<file path="src/assert_macros.svh">
// Assertion helpers for the RTL; only hpt_ctrl includes them.
`ifndef ASSERT_MACROS_SVH
`define ASSERT_MACROS_SVH

// Implication property checked at every rising edge outside reset.
`define HPT_ASSERT(lbl, clk, rst_n, prop, msg) \
    lbl: assert property (@(posedge clk) disable iff (!rst_n) prop) else $error(msg);

// Condition that must never be true outside reset.
`define HPT_NEVER(lbl, clk, rst_n, cond, msg) \
    lbl: assert property (@(posedge clk) disable iff (!rst_n) !(cond)) else $error(msg);

`endif

</file>
<file path="src/hpt_pkg.sv">
// ----------------------------------------------------------------------------
// hpt_pkg
// Shared constants and controller command bundle for the point transform.
// ----------------------------------------------------------------------------
package hpt_pkg;

    localparam int HPT_FRAC_BITS = 16;
    localparam int CMD_W         = 2;
    localparam int IDX_W         = 4;
    localparam int DATA_W        = 32;

    localparam logic [CMD_W-1:0] CMD_LOAD   = 2'd0;
    localparam logic [CMD_W-1:0] CMD_VECTOR = 2'd1;
    localparam logic [CMD_W-1:0] CMD_POINT  = 2'd2;

    typedef struct packed {
        logic             load;
        logic             capture;
        logic             point;
        logic             mac_step;
        logic [IDX_W-1:0] mac_idx;
        logic             div_load;
        logic             div_step;
        logic             div_write;
        logic [1:0]       div_idx;
        logic             out_load;
    } hpt_cmd_t;

endpackage

</file>
<file path="src/hpt_if.sv">
// ----------------------------------------------------------------------------
// hpt_in_if / hpt_out_if
// Valid/ready channels carrying the input item and the result item.
// ----------------------------------------------------------------------------
interface hpt_in_if;
    import hpt_pkg::*;
    logic                     valid;
    logic                     ready;
    logic [CMD_W-1:0]         cmd;
    logic [IDX_W-1:0]         entry_index;
    logic signed [DATA_W-1:0] entry_value;
    logic signed [DATA_W-1:0] in_x;
    logic signed [DATA_W-1:0] in_y;
    logic signed [DATA_W-1:0] in_z;
    logic signed [DATA_W-1:0] in_w;

    modport source (output valid, cmd, entry_index, entry_value, in_x, in_y, in_z, in_w,
                    input ready);
    modport sink   (input valid, cmd, entry_index, entry_value, in_x, in_y, in_z, in_w,
                    output ready);
endinterface

interface hpt_out_if;
    import hpt_pkg::*;
    logic                     valid;
    logic                     ready;
    logic signed [DATA_W-1:0] out_x;
    logic signed [DATA_W-1:0] out_y;
    logic signed [DATA_W-1:0] out_z;
    logic signed [DATA_W-1:0] out_w;
    logic                     range_error;

    modport source (output valid, out_x, out_y, out_z, out_w, range_error, input ready);
    modport sink   (input valid, out_x, out_y, out_z, out_w, range_error, output ready);
endinterface

</file>
<file path="src/hpt_ctrl.sv">
// ----------------------------------------------------------------------------
// hpt_ctrl
// Sequencer: 16 multiply-accumulate steps, then three serial divides for
// points, then hand-off to the output register.
// ----------------------------------------------------------------------------
`include "assert_macros.svh"

module hpt_ctrl #(
    parameter int FRAC_BITS = hpt_pkg::HPT_FRAC_BITS
) (
    input  logic                      clk,
    input  logic                      rst_n,
    input  logic                      in_valid,
    input  logic [hpt_pkg::CMD_W-1:0] cmd,
    output logic                      in_ready,
    output logic                      out_valid,
    input  logic                      out_ready,
    output hpt_pkg::hpt_cmd_t         ctl
);
    import hpt_pkg::*;

    localparam int NW    = DATA_W + FRAC_BITS;
    localparam int CNT_W = $clog2(NW);

    localparam logic [2:0] S_IDLE  = 3'd0;
    localparam logic [2:0] S_MAC   = 3'd1;
    localparam logic [2:0] S_DRAIN = 3'd2;
    localparam logic [2:0] S_DINIT = 3'd3;
    localparam logic [2:0] S_DIV   = 3'd4;
    localparam logic [2:0] S_DFIN  = 3'd5;
    localparam logic [2:0] S_DONE  = 3'd6;

    logic [2:0]       state_reg, state_next;
    logic [CNT_W-1:0] cnt_reg, cnt_next;
    logic [1:0]       di_reg, di_next;
    logic             pt_reg, pt_next;
    logic             ov_reg, ov_next;

    always_comb
    begin
        state_next = state_reg;
        cnt_next   = cnt_reg;
        di_next    = di_reg;
        pt_next    = pt_reg;
        ctl        = '0;
        in_ready   = 1'b0;
        ctl.mac_idx = cnt_reg[IDX_W-1:0];
        ctl.div_idx = di_reg;
        unique case (state_reg)
            S_IDLE:
            begin
                in_ready = 1'b1;
                if (in_valid)
                begin
                    if (cmd == CMD_LOAD)
                    begin
                        ctl.load = 1'b1;
                    end
                    else if (cmd == CMD_VECTOR || cmd == CMD_POINT)
                    begin
                        ctl.capture = 1'b1;
                        ctl.point   = (cmd == CMD_POINT);
                        pt_next     = (cmd == CMD_POINT);
                        cnt_next    = '0;
                        state_next  = S_MAC;
                    end
                end
            end
            S_MAC:
            begin
                ctl.mac_step = 1'b1;
                cnt_next     = cnt_reg + 1'b1;
                if (cnt_reg == CNT_W'(15))
                begin
                    state_next = S_DRAIN;
                end
            end
            S_DRAIN:
            begin
                di_next    = '0;
                state_next = pt_reg ? S_DINIT : S_DONE;
            end
            S_DINIT:
            begin
                ctl.div_load = 1'b1;
                cnt_next     = '0;
                state_next   = S_DIV;
            end
            S_DIV:
            begin
                ctl.div_step = 1'b1;
                cnt_next     = cnt_reg + 1'b1;
                if (cnt_reg == CNT_W'(NW - 1))
                begin
                    state_next = S_DFIN;
                end
            end
            S_DFIN:
            begin
                ctl.div_write = 1'b1;
                di_next       = di_reg + 1'b1;
                state_next    = (di_reg == 2'd2) ? S_DONE : S_DINIT;
            end
            S_DONE:
            begin
                // wait for the output slot to free up
                if (!ov_reg || out_ready)
                begin
                    ctl.out_load = 1'b1;
                    state_next   = S_IDLE;
                end
            end
            default:
            begin
                state_next = S_IDLE;
            end
        endcase
        ov_next = (ov_reg && !out_ready) || ctl.out_load;
    end

    always_ff @(posedge clk or negedge rst_n)
    begin
        if (!rst_n)
        begin
            state_reg <= S_IDLE;
            cnt_reg   <= '0;
            di_reg    <= '0;
            pt_reg    <= 1'b0;
            ov_reg    <= 1'b0;
        end
        else
        begin
            state_reg <= state_next;
            cnt_reg   <= cnt_next;
            di_reg    <= di_next;
            pt_reg    <= pt_next;
            ov_reg    <= ov_next;
        end
    end

    assign out_valid = ov_reg;

    `HPT_ASSERT(a_mac_len, clk, rst_n, (state_reg == S_MAC && cnt_reg == CNT_W'(15)) |=> (state_reg == S_DRAIN), "MAC phase length wrong")
    `HPT_NEVER(a_div_vec, clk, rst_n, (state_reg == S_DIV || state_reg == S_DINIT) && !pt_reg, "divide on vector item")
    `HPT_ASSERT(a_out_load, clk, rst_n, (state_reg == S_DONE && (!ov_reg || out_ready)) |=> (ov_reg && state_reg == S_IDLE), "result not handed off")

endmodule

</file>
<file path="src/hpt_dp.sv">
// ----------------------------------------------------------------------------
// hpt_dp
// Matrix store, shared multiply-accumulate, restoring divider, output register.
// ----------------------------------------------------------------------------
module hpt_dp #(
    parameter int FRAC_BITS = hpt_pkg::HPT_FRAC_BITS
) (
    input  logic                              clk,
    input  logic                              rst_n,
    input  hpt_pkg::hpt_cmd_t                 ctl,
    input  logic [hpt_pkg::IDX_W-1:0]         entry_index,
    input  logic signed [hpt_pkg::DATA_W-1:0] entry_value,
    input  logic signed [hpt_pkg::DATA_W-1:0] in_x,
    input  logic signed [hpt_pkg::DATA_W-1:0] in_y,
    input  logic signed [hpt_pkg::DATA_W-1:0] in_z,
    input  logic signed [hpt_pkg::DATA_W-1:0] in_w,
    output logic signed [hpt_pkg::DATA_W-1:0] out_x,
    output logic signed [hpt_pkg::DATA_W-1:0] out_y,
    output logic signed [hpt_pkg::DATA_W-1:0] out_z,
    output logic signed [hpt_pkg::DATA_W-1:0] out_w,
    output logic                              range_error
);
    import hpt_pkg::*;

    localparam int NW = DATA_W + FRAC_BITS;
    localparam logic signed [DATA_W-1:0] ONE_FX = DATA_W'(1) << FRAC_BITS;
    localparam logic signed [DATA_W-1:0] S_MAX = {1'b0, {(DATA_W-1){1'b1}}};
    localparam logic signed [DATA_W-1:0] S_MIN = {1'b1, {(DATA_W-1){1'b0}}};

    logic signed [DATA_W-1:0]   m_reg [16];
    logic signed [DATA_W-1:0]   v_reg [4];
    logic signed [DATA_W-1:0]   r_reg [4];
    logic signed [DATA_W-1:0]   o_reg [4];
    logic                       oerr_reg;
    logic                       err_reg;

    // multiply stage
    logic signed [2*DATA_W-1:0] prod_reg;
    logic                       pv_reg;
    logic [IDX_W-1:0]           pidx_reg;

    // accumulate stage
    logic signed [DATA_W+1:0]   acc_reg;
    logic signed [2*DATA_W-1:0] prod_sh;
    logic signed [DATA_W-1:0]   term;
    logic                       term_ovf;
    logic signed [DATA_W+1:0]   acc_sum;
    logic signed [DATA_W-1:0]   acc_sat;
    logic                       acc_ovf;

    // divider
    logic [NW-1:0]              num_reg;
    logic [DATA_W-1:0]          rem_reg;
    logic [DATA_W-1:0]          dm_reg;
    logic                       nneg_reg;
    logic                       dneg_reg;
    logic [DATA_W:0]            rem_sh;
    logic [DATA_W:0]            rem_sub;
    logic                       qbit;
    logic signed [DATA_W:0]     n_abs;
    logic signed [DATA_W:0]     d_abs;
    logic                       q_big;
    logic                       q_over;
    logic signed [DATA_W-1:0]   q_res;
    logic                       q_err;

    always_comb
    begin
        prod_sh  = prod_reg >>> FRAC_BITS;
        term_ovf = (prod_sh > 64'(S_MAX)) || (prod_sh < 64'(S_MIN));
        if (prod_sh > 64'(S_MAX))
        begin
            term = S_MAX;
        end
        else if (prod_sh < 64'(S_MIN))
        begin
            term = S_MIN;
        end
        else
        begin
            term = prod_sh[DATA_W-1:0];
        end
        acc_sum = ((pidx_reg[1:0] == 2'd0) ? '0 : acc_reg) + (DATA_W+2)'(term);
        acc_ovf = (acc_sum > (DATA_W+2)'(S_MAX)) || (acc_sum < (DATA_W+2)'(S_MIN));
        if (acc_sum > (DATA_W+2)'(S_MAX))
        begin
            acc_sat = S_MAX;
        end
        else if (acc_sum < (DATA_W+2)'(S_MIN))
        begin
            acc_sat = S_MIN;
        end
        else
        begin
            acc_sat = acc_sum[DATA_W-1:0];
        end
    end

    always_comb
    begin
        n_abs   = r_reg[ctl.div_idx][DATA_W-1] ? -(DATA_W+1)'(r_reg[ctl.div_idx])
                                                : (DATA_W+1)'(r_reg[ctl.div_idx]);
        d_abs   = r_reg[3][DATA_W-1] ? -(DATA_W+1)'(r_reg[3]) : (DATA_W+1)'(r_reg[3]);
        rem_sh  = {rem_reg, num_reg[NW-1]};
        rem_sub = rem_sh - {1'b0, dm_reg};
        qbit    = (rem_sh >= {1'b0, dm_reg});
        // quotient beyond 2^31 (negative limit) or beyond 2^31-1 (positive limit)
        q_big   = (num_reg[NW-1:DATA_W] != '0);
        q_over  = q_big || (num_reg[DATA_W-1] && (num_reg[DATA_W-2:0] != '0));
        q_err   = 1'b0;
        if (dm_reg == '0)
        begin
            q_err = 1'b1;
            q_res = nneg_reg ? S_MIN : S_MAX;
        end
        else if (nneg_reg != dneg_reg)
        begin
            if (q_over)
            begin
                q_err = 1'b1;
                q_res = S_MIN;
            end
            else
            begin
                q_res = -num_reg[DATA_W-1:0];
            end
        end
        else if (q_big || num_reg[DATA_W-1])
        begin
            q_err = 1'b1;
            q_res = S_MAX;
        end
        else
        begin
            q_res = num_reg[DATA_W-1:0];
        end
    end

    always_ff @(posedge clk or negedge rst_n)
    begin
        if (!rst_n)
        begin
            pv_reg <= 1'b0;
        end
        else
        begin
            pv_reg <= ctl.mac_step;
        end
    end

    always_ff @(posedge clk)
    begin
        if (ctl.load)
        begin
            m_reg[entry_index] <= entry_value;
        end
        if (ctl.capture)
        begin
            v_reg[0] <= in_x;
            v_reg[1] <= in_y;
            v_reg[2] <= in_z;
            v_reg[3] <= ctl.point ? ONE_FX : in_w;
        end
        if (ctl.mac_step)
        begin
            prod_reg <= 64'(m_reg[ctl.mac_idx]) * 64'(v_reg[ctl.mac_idx[1:0]]);
            pidx_reg <= ctl.mac_idx;
        end
        if (ctl.capture)
        begin
            err_reg <= 1'b0;
        end
        else if (pv_reg)
        begin
            acc_reg <= acc_sum;
            err_reg <= err_reg | term_ovf | ((pidx_reg[1:0] == 2'd3) & acc_ovf);
        end
        else if (ctl.div_write)
        begin
            err_reg <= err_reg | q_err;
        end
        if (pv_reg && pidx_reg[1:0] == 2'd3)
        begin
            r_reg[pidx_reg[3:2]] <= acc_sat;
        end
        if (ctl.div_load)
        begin
            num_reg  <= {n_abs[DATA_W-1:0], {FRAC_BITS{1'b0}}};
            rem_reg  <= '0;
            dm_reg   <= d_abs[DATA_W-1:0];
            nneg_reg <= r_reg[ctl.div_idx][DATA_W-1];
            dneg_reg <= r_reg[3][DATA_W-1];
        end
        else if (ctl.div_step)
        begin
            rem_reg <= qbit ? rem_sub[DATA_W-1:0] : rem_sh[DATA_W-1:0];
            num_reg <= {num_reg[NW-2:0], qbit};
        end
        if (ctl.div_write)
        begin
            r_reg[ctl.div_idx] <= q_res;
        end
        if (ctl.out_load)
        begin
            o_reg    <= r_reg;
            oerr_reg <= err_reg;
        end
    end

    assign out_x       = o_reg[0];
    assign out_y       = o_reg[1];
    assign out_z       = o_reg[2];
    assign out_w       = o_reg[3];
    assign range_error = oerr_reg;

endmodule

</file>
<file path="src/homogeneous_point_transform.sv">
// Vector items run the multiply-accumulate only, point items add three divides by w;
// a load item only writes one matrix entry and gives no result.
// The single multiply-accumulate (16 steps) and the 1-bit-per-cycle divider
// (three quotients) set the item time; one item is in work at a time.
// Reset clears control state; the matrix store is undefined until loaded.
// ----------------------------------------------------------------------------
// homogeneous_point_transform
// 4x4 fixed-point matrix transform of vectors and points with w divide.
// ----------------------------------------------------------------------------
module homogeneous_point_transform #(
    parameter int FRAC_BITS = hpt_pkg::HPT_FRAC_BITS
) (
    input  logic  clk,
    input  logic  rst_n,
    hpt_in_if.sink    in_ch,
    hpt_out_if.source out_ch
);
    import hpt_pkg::*;

    hpt_cmd_t ctl;

    hpt_ctrl #(.FRAC_BITS(FRAC_BITS)) u_ctrl (
        .clk       (clk),
        .rst_n     (rst_n),
        .in_valid  (in_ch.valid),
        .cmd       (in_ch.cmd),
        .in_ready  (in_ch.ready),
        .out_valid (out_ch.valid),
        .out_ready (out_ch.ready),
        .ctl       (ctl)
    );

    hpt_dp #(.FRAC_BITS(FRAC_BITS)) u_dp (
        .clk         (clk),
        .rst_n       (rst_n),
        .ctl         (ctl),
        .entry_index (in_ch.entry_index),
        .entry_value (in_ch.entry_value),
        .in_x        (in_ch.in_x),
        .in_y        (in_ch.in_y),
        .in_z        (in_ch.in_z),
        .in_w        (in_ch.in_w),
        .out_x       (out_ch.out_x),
        .out_y       (out_ch.out_y),
        .out_z       (out_ch.out_z),
        .out_w       (out_ch.out_w),
        .range_error (out_ch.range_error)
    );

endmodule

</file>
<file path="src/flat_wrapper.sv">
// flat-port wrapper written by rule: the top's interface ports become plain ports
module homogeneous_point_transform_flat import hpt_pkg::*;
#(
    parameter int FRAC_BITS = hpt_pkg::HPT_FRAC_BITS
)
  (clk, rst_n, in_ch_valid, in_ch_cmd, in_ch_entry_index, in_ch_entry_value, in_ch_in_x, in_ch_in_y, in_ch_in_z, in_ch_in_w, in_ch_ready, out_ch_valid, out_ch_out_x, out_ch_out_y, out_ch_out_z, out_ch_out_w, out_ch_range_error, out_ch_ready);
  hpt_in_if in_ch_i ();
  hpt_out_if out_ch_i ();
  input  logic clk;
  input  logic rst_n;
  input wire logic [$bits(in_ch_i.valid)-1:0] in_ch_valid;
  input wire logic [$bits(in_ch_i.cmd)-1:0] in_ch_cmd;
  input wire logic [$bits(in_ch_i.entry_index)-1:0] in_ch_entry_index;
  input wire logic [$bits(in_ch_i.entry_value)-1:0] in_ch_entry_value;
  input wire logic [$bits(in_ch_i.in_x)-1:0] in_ch_in_x;
  input wire logic [$bits(in_ch_i.in_y)-1:0] in_ch_in_y;
  input wire logic [$bits(in_ch_i.in_z)-1:0] in_ch_in_z;
  input wire logic [$bits(in_ch_i.in_w)-1:0] in_ch_in_w;
  output wire logic [$bits(in_ch_i.ready)-1:0] in_ch_ready;
  output wire logic [$bits(out_ch_i.valid)-1:0] out_ch_valid;
  output wire logic [$bits(out_ch_i.out_x)-1:0] out_ch_out_x;
  output wire logic [$bits(out_ch_i.out_y)-1:0] out_ch_out_y;
  output wire logic [$bits(out_ch_i.out_z)-1:0] out_ch_out_z;
  output wire logic [$bits(out_ch_i.out_w)-1:0] out_ch_out_w;
  output wire logic [$bits(out_ch_i.range_error)-1:0] out_ch_range_error;
  input wire logic [$bits(out_ch_i.ready)-1:0] out_ch_ready;
  assign in_ch_i.valid = in_ch_valid;
  assign in_ch_i.cmd = in_ch_cmd;
  assign in_ch_i.entry_index = in_ch_entry_index;
  assign in_ch_i.entry_value = in_ch_entry_value;
  assign in_ch_i.in_x = in_ch_in_x;
  assign in_ch_i.in_y = in_ch_in_y;
  assign in_ch_i.in_z = in_ch_in_z;
  assign in_ch_i.in_w = in_ch_in_w;
  assign in_ch_ready = in_ch_i.ready;
  assign out_ch_valid = out_ch_i.valid;
  assign out_ch_out_x = out_ch_i.out_x;
  assign out_ch_out_y = out_ch_i.out_y;
  assign out_ch_out_z = out_ch_i.out_z;
  assign out_ch_out_w = out_ch_i.out_w;
  assign out_ch_range_error = out_ch_i.range_error;
  assign out_ch_i.ready = out_ch_ready;
  homogeneous_point_transform #(.FRAC_BITS(FRAC_BITS)) u_core (.clk(clk), .rst_n(rst_n), .in_ch(in_ch_i), .out_ch(out_ch_i));
endmodule
</file>
<file path="config.mk">
export PLATFORM = sky130hd
export DESIGN_NAME = homogeneous_point_transform_flat
export DESIGN_NICKNAME = d
export VERILOG_FILES = /design/src/hpt_pkg.sv /design/src/hpt_if.sv /design/src/hpt_ctrl.sv /design/src/hpt_dp.sv /design/src/homogeneous_point_transform.sv /design/src/flat_wrapper.sv
export VERILOG_INCLUDE_DIRS = /design/src /design/src/src
export SDC_FILE = /design/constraint.sdc
export NUM_CORES = 2
export LEC_CHECK = 0
export BUFFER_PORTS_ARGS = -buffer_cell sky130_fd_sc_hd__buf_2
export CAP_MARGIN = 30
export CORE_ASPECT_RATIO = 0.75
export CORE_MARGIN = 2
export CORE_UTILIZATION = 47
export CTS_CLUSTER_SIZE = 14
export DETAILED_ROUTE_END_ITERATION = 8
export GPL_TIMING_DRIVEN = 0
export PLACE_DENSITY = 0.74
export SYNTH_ARGS = -nofsm -noshare
export SYNTH_HDL_FRONTEND = slang
export SYNTH_HIERARCHICAL = 1
export SYNTH_SLANG_ARGS = --single-unit
</file>
<file path="constraint.sdc">
create_clock -name clk -period 10.2 [get_ports clk]
set_input_delay 2.55 -clock clk [delete_from_list [all_inputs] [get_ports clk]]
set_output_delay 2.55 -clock clk [all_outputs]
set_load 0.02 [all_outputs]
</file>
==> flow_summary.ini <==
[run_status]
status = finished clean

[floorplanning]
core_area_um2 = 176000
rows = 133
die_w_um = 490
initial_utilization = 0.474
dieArea_um2 = 181000
fp.dieH_um = 369
pin_count = 301

[global_route]
grt_max_degree = 78
grt_pass1_wl_um = 436000
track_usage = 0.336
grt_pass1_vias = 60800
antenna_found_initial = 17
overflow = 0

[timing]
finalHoldViolCount = 0
setup_viol = 0
maxSlewHeadroom = 0.245
skew_ns = 0.0465
rsz0062_at_grt = true
drv_slew = 0
min_period_ns = 10.13
min_period_over_period = 0.993
fmax_ghz = 0.0987
tightest_slew_ns = 1.13

[clocking]
clk_latency_ns = 0.77
cts_sinks = 1112
cts_tree = done
cts_root_buf = clkbuf_16
cts_buffer_depth = 3
ctsHoldBuffers = 0
cts.clk_slew.worst_paths_ns = 0.07
cts_buffers = 105
htree_num_levels = 3

[setup_path]
path_max_fanout = 10
arrival_ns = 10.60
start_kind = flop
critPathMaxStageDelay_ns = 0.74
cpMostUsedCell = fa_1
critPathSlowestCell = fa_1
required_ns = 10.67
critPathLaunch = u_core/u_ctrl/cnt_reg[1]
path_class = reg2reg
end_kind = flop
r2r-start = u_core/u_ctrl/cnt_reg[1]

[final_layout]
fin_area_um2 = 94900
largest_register_ffs = 512
layout_common_cells = inv_1, fa_1, edfxtp_1
final_common_cell = inv_1
drive_gt1_frac = 0.159
areaGrowthSynthToFinish_pct = 14.0
num-fill-cells = 14800
final_net_count = 9294
instances_no_fill = 10200

[route]
drt-total-wl_um = 302000
avgRoutedWirePerCell_um = 29.5
viasPerCell = 5.92
dr.pass1.iters = 6
vias = 60700
route.detailed.drc = 0
drt_iter0_drc = 7964
ant_nets = 0

[yosys]
synth_cell_types = 102
avgSynthCellArea_um2 = 11.5
ys.flop_type = edfxtp_1
ys_seq_area_frac = 0.379
async_reset_ff_frac = 0.0126
syn_inst = 7240
synth-edff-count = 921
syn_nets = 8746
ys_warn_count = 6
ys_ff_latch = 1112
netlist_area_um2 = 83300

[placement]
gp_congestion = 1.06
hpwl_um = 241000
dp.cells = 10000
placed_cell_area_um2 = 89600
io_buffers = 300

[worst_hold_path]
worstHoldPathType = reg2reg
hp-start = u_core/u_dp/r_reg[118]

[job]
max-cap-violations = 0
==> cells by family after synthesis <==
kind of cell / Yosys count / share of synthesized area
muxes: 309 / 0.0633
buffers and inverters: 1466 / 0.0672
and+or+nand+nor: 1922 / 0.101
DFF: 1112 / 0.379
AOI/OAI and AO/OA: 920 / 0.0735
xor gates and xnor gates: 175 / 0.0184
adders and majority gates: 1336 / 0.298
==> stage by stage <==
stage	util	setup TNS, ns	hold slack (ns)	setup slack, ns
after floorplan	-	0	0.420	0.367
after global placement	0.499	-124.05	0.439	-3.97
after detailed placement	0.510	-112.39	0.446	-3.75
after CTS	0.536	0	0.460	0.00626
after global routing	0.540	-0.145	0.483	-0.0598
final	0.540	0	0.461	0.0691
==> repair_timing <==
action | CTS | global route
setup buffers | 20 | 27
endpoints found under the setup margin | 48 | 30
pin swaps | 12 | 22
resized for setup | 404 | 216
gates cloned | 0 | 0
==> layer usage <==
layer	GRT usage	share of wire
met3	0.117	0.14
met2	0.474	0.41
met1	0.482	0.41
met4	0.111	0.038
met5	0	0.00036
==> synth_stat cells (all sizes together), types with 8 or more instances <==
library cell	n	area, um2
buf	63	333
dfrtp	14	350
o31ai	26	214
mux2	57	646
or2	10	62.6
xnor2	136	1190
or4	9	71.3
nand2	797	3000
a21o	56	420
dfxtp	177	3540
o311ai	8	77.6
nand2b	29	181
nand3	42	210
nor3b	13	97.6
nor2	668	2510
and3	22	141
a221oi	12	111
o21bai	15	113
clkbuf	316	1190
a311oi	21	190
mux2i	84	845
o221ai	108	946
xor2	39	342
ha	253	3170
nor3	47	240
nand4	36	225
o21ai	304	1530
inv	1085	4070
nor2b	92	576
mux4	168	3780
o211ai	18	154
nor4	29	188
fa	1083	21700
a31oi	22	138
a21oi	144	721
a211oi	26	213
o21a	68	518
edfxtp	921	27700
and2	74	463
or3	22	138
o22ai	16	100
==> layout make-up <==
type | count | area, um2 | area share
flip-flops and latches | 1112 | 31600 | 0.332
plain buffers | 352 | 2130 | 0.0224
clock buffers | 136 | 2850 | 0.0300
multi-input cells | 4662 | 47100 | 0.496
inverters | 1087 | 4100 | 0.0432
repair buffers | 468 | 3680 | 0.0387
clock inverters | 58 | 557 | 0.00586
well taps | 2362 | 2960 | 0.0311
diodes | 10 | 25.0 | 0.000264
==> worst max-delay path, delay by kind of cell (launching register included) <==
| family | cells | cell delay [ns] |
|---|---|---|
| adders and majority gates | 9 | 4.44 |
| AOI/OAI and AO/OA | 6 | 2.02 |
| buffers and inverters | 11 | 1.97 |
| and+or+nand+nor | 5 | 0.81 |
| DFF | 1 | 0.40 |
| muxes | 1 | 0.13 |
==> path summary, 6_finish.rpt <==
kind,slack (ns),endpoint,cells after the start
max in group asynchronous,8.18,u_core/u_ctrl/cnt_reg[3],1
worst max register to register,0.07,u_core/u_dp/prod_reg[63],32
worst min register to register,0.46,u_core/u_dp/out_x[22],0
worst min-delay path,0.46,u_core/u_dp/out_x[22],0
worst max-delay path,0.07,u_core/u_dp/prod_reg[63],32
min in group asynchronous,1.73,u_core/u_ctrl/cnt_reg[1],1
Power is not shown: default switching activity piles up to over one toggle a cycle in this logic, so the estimate is an artifact.
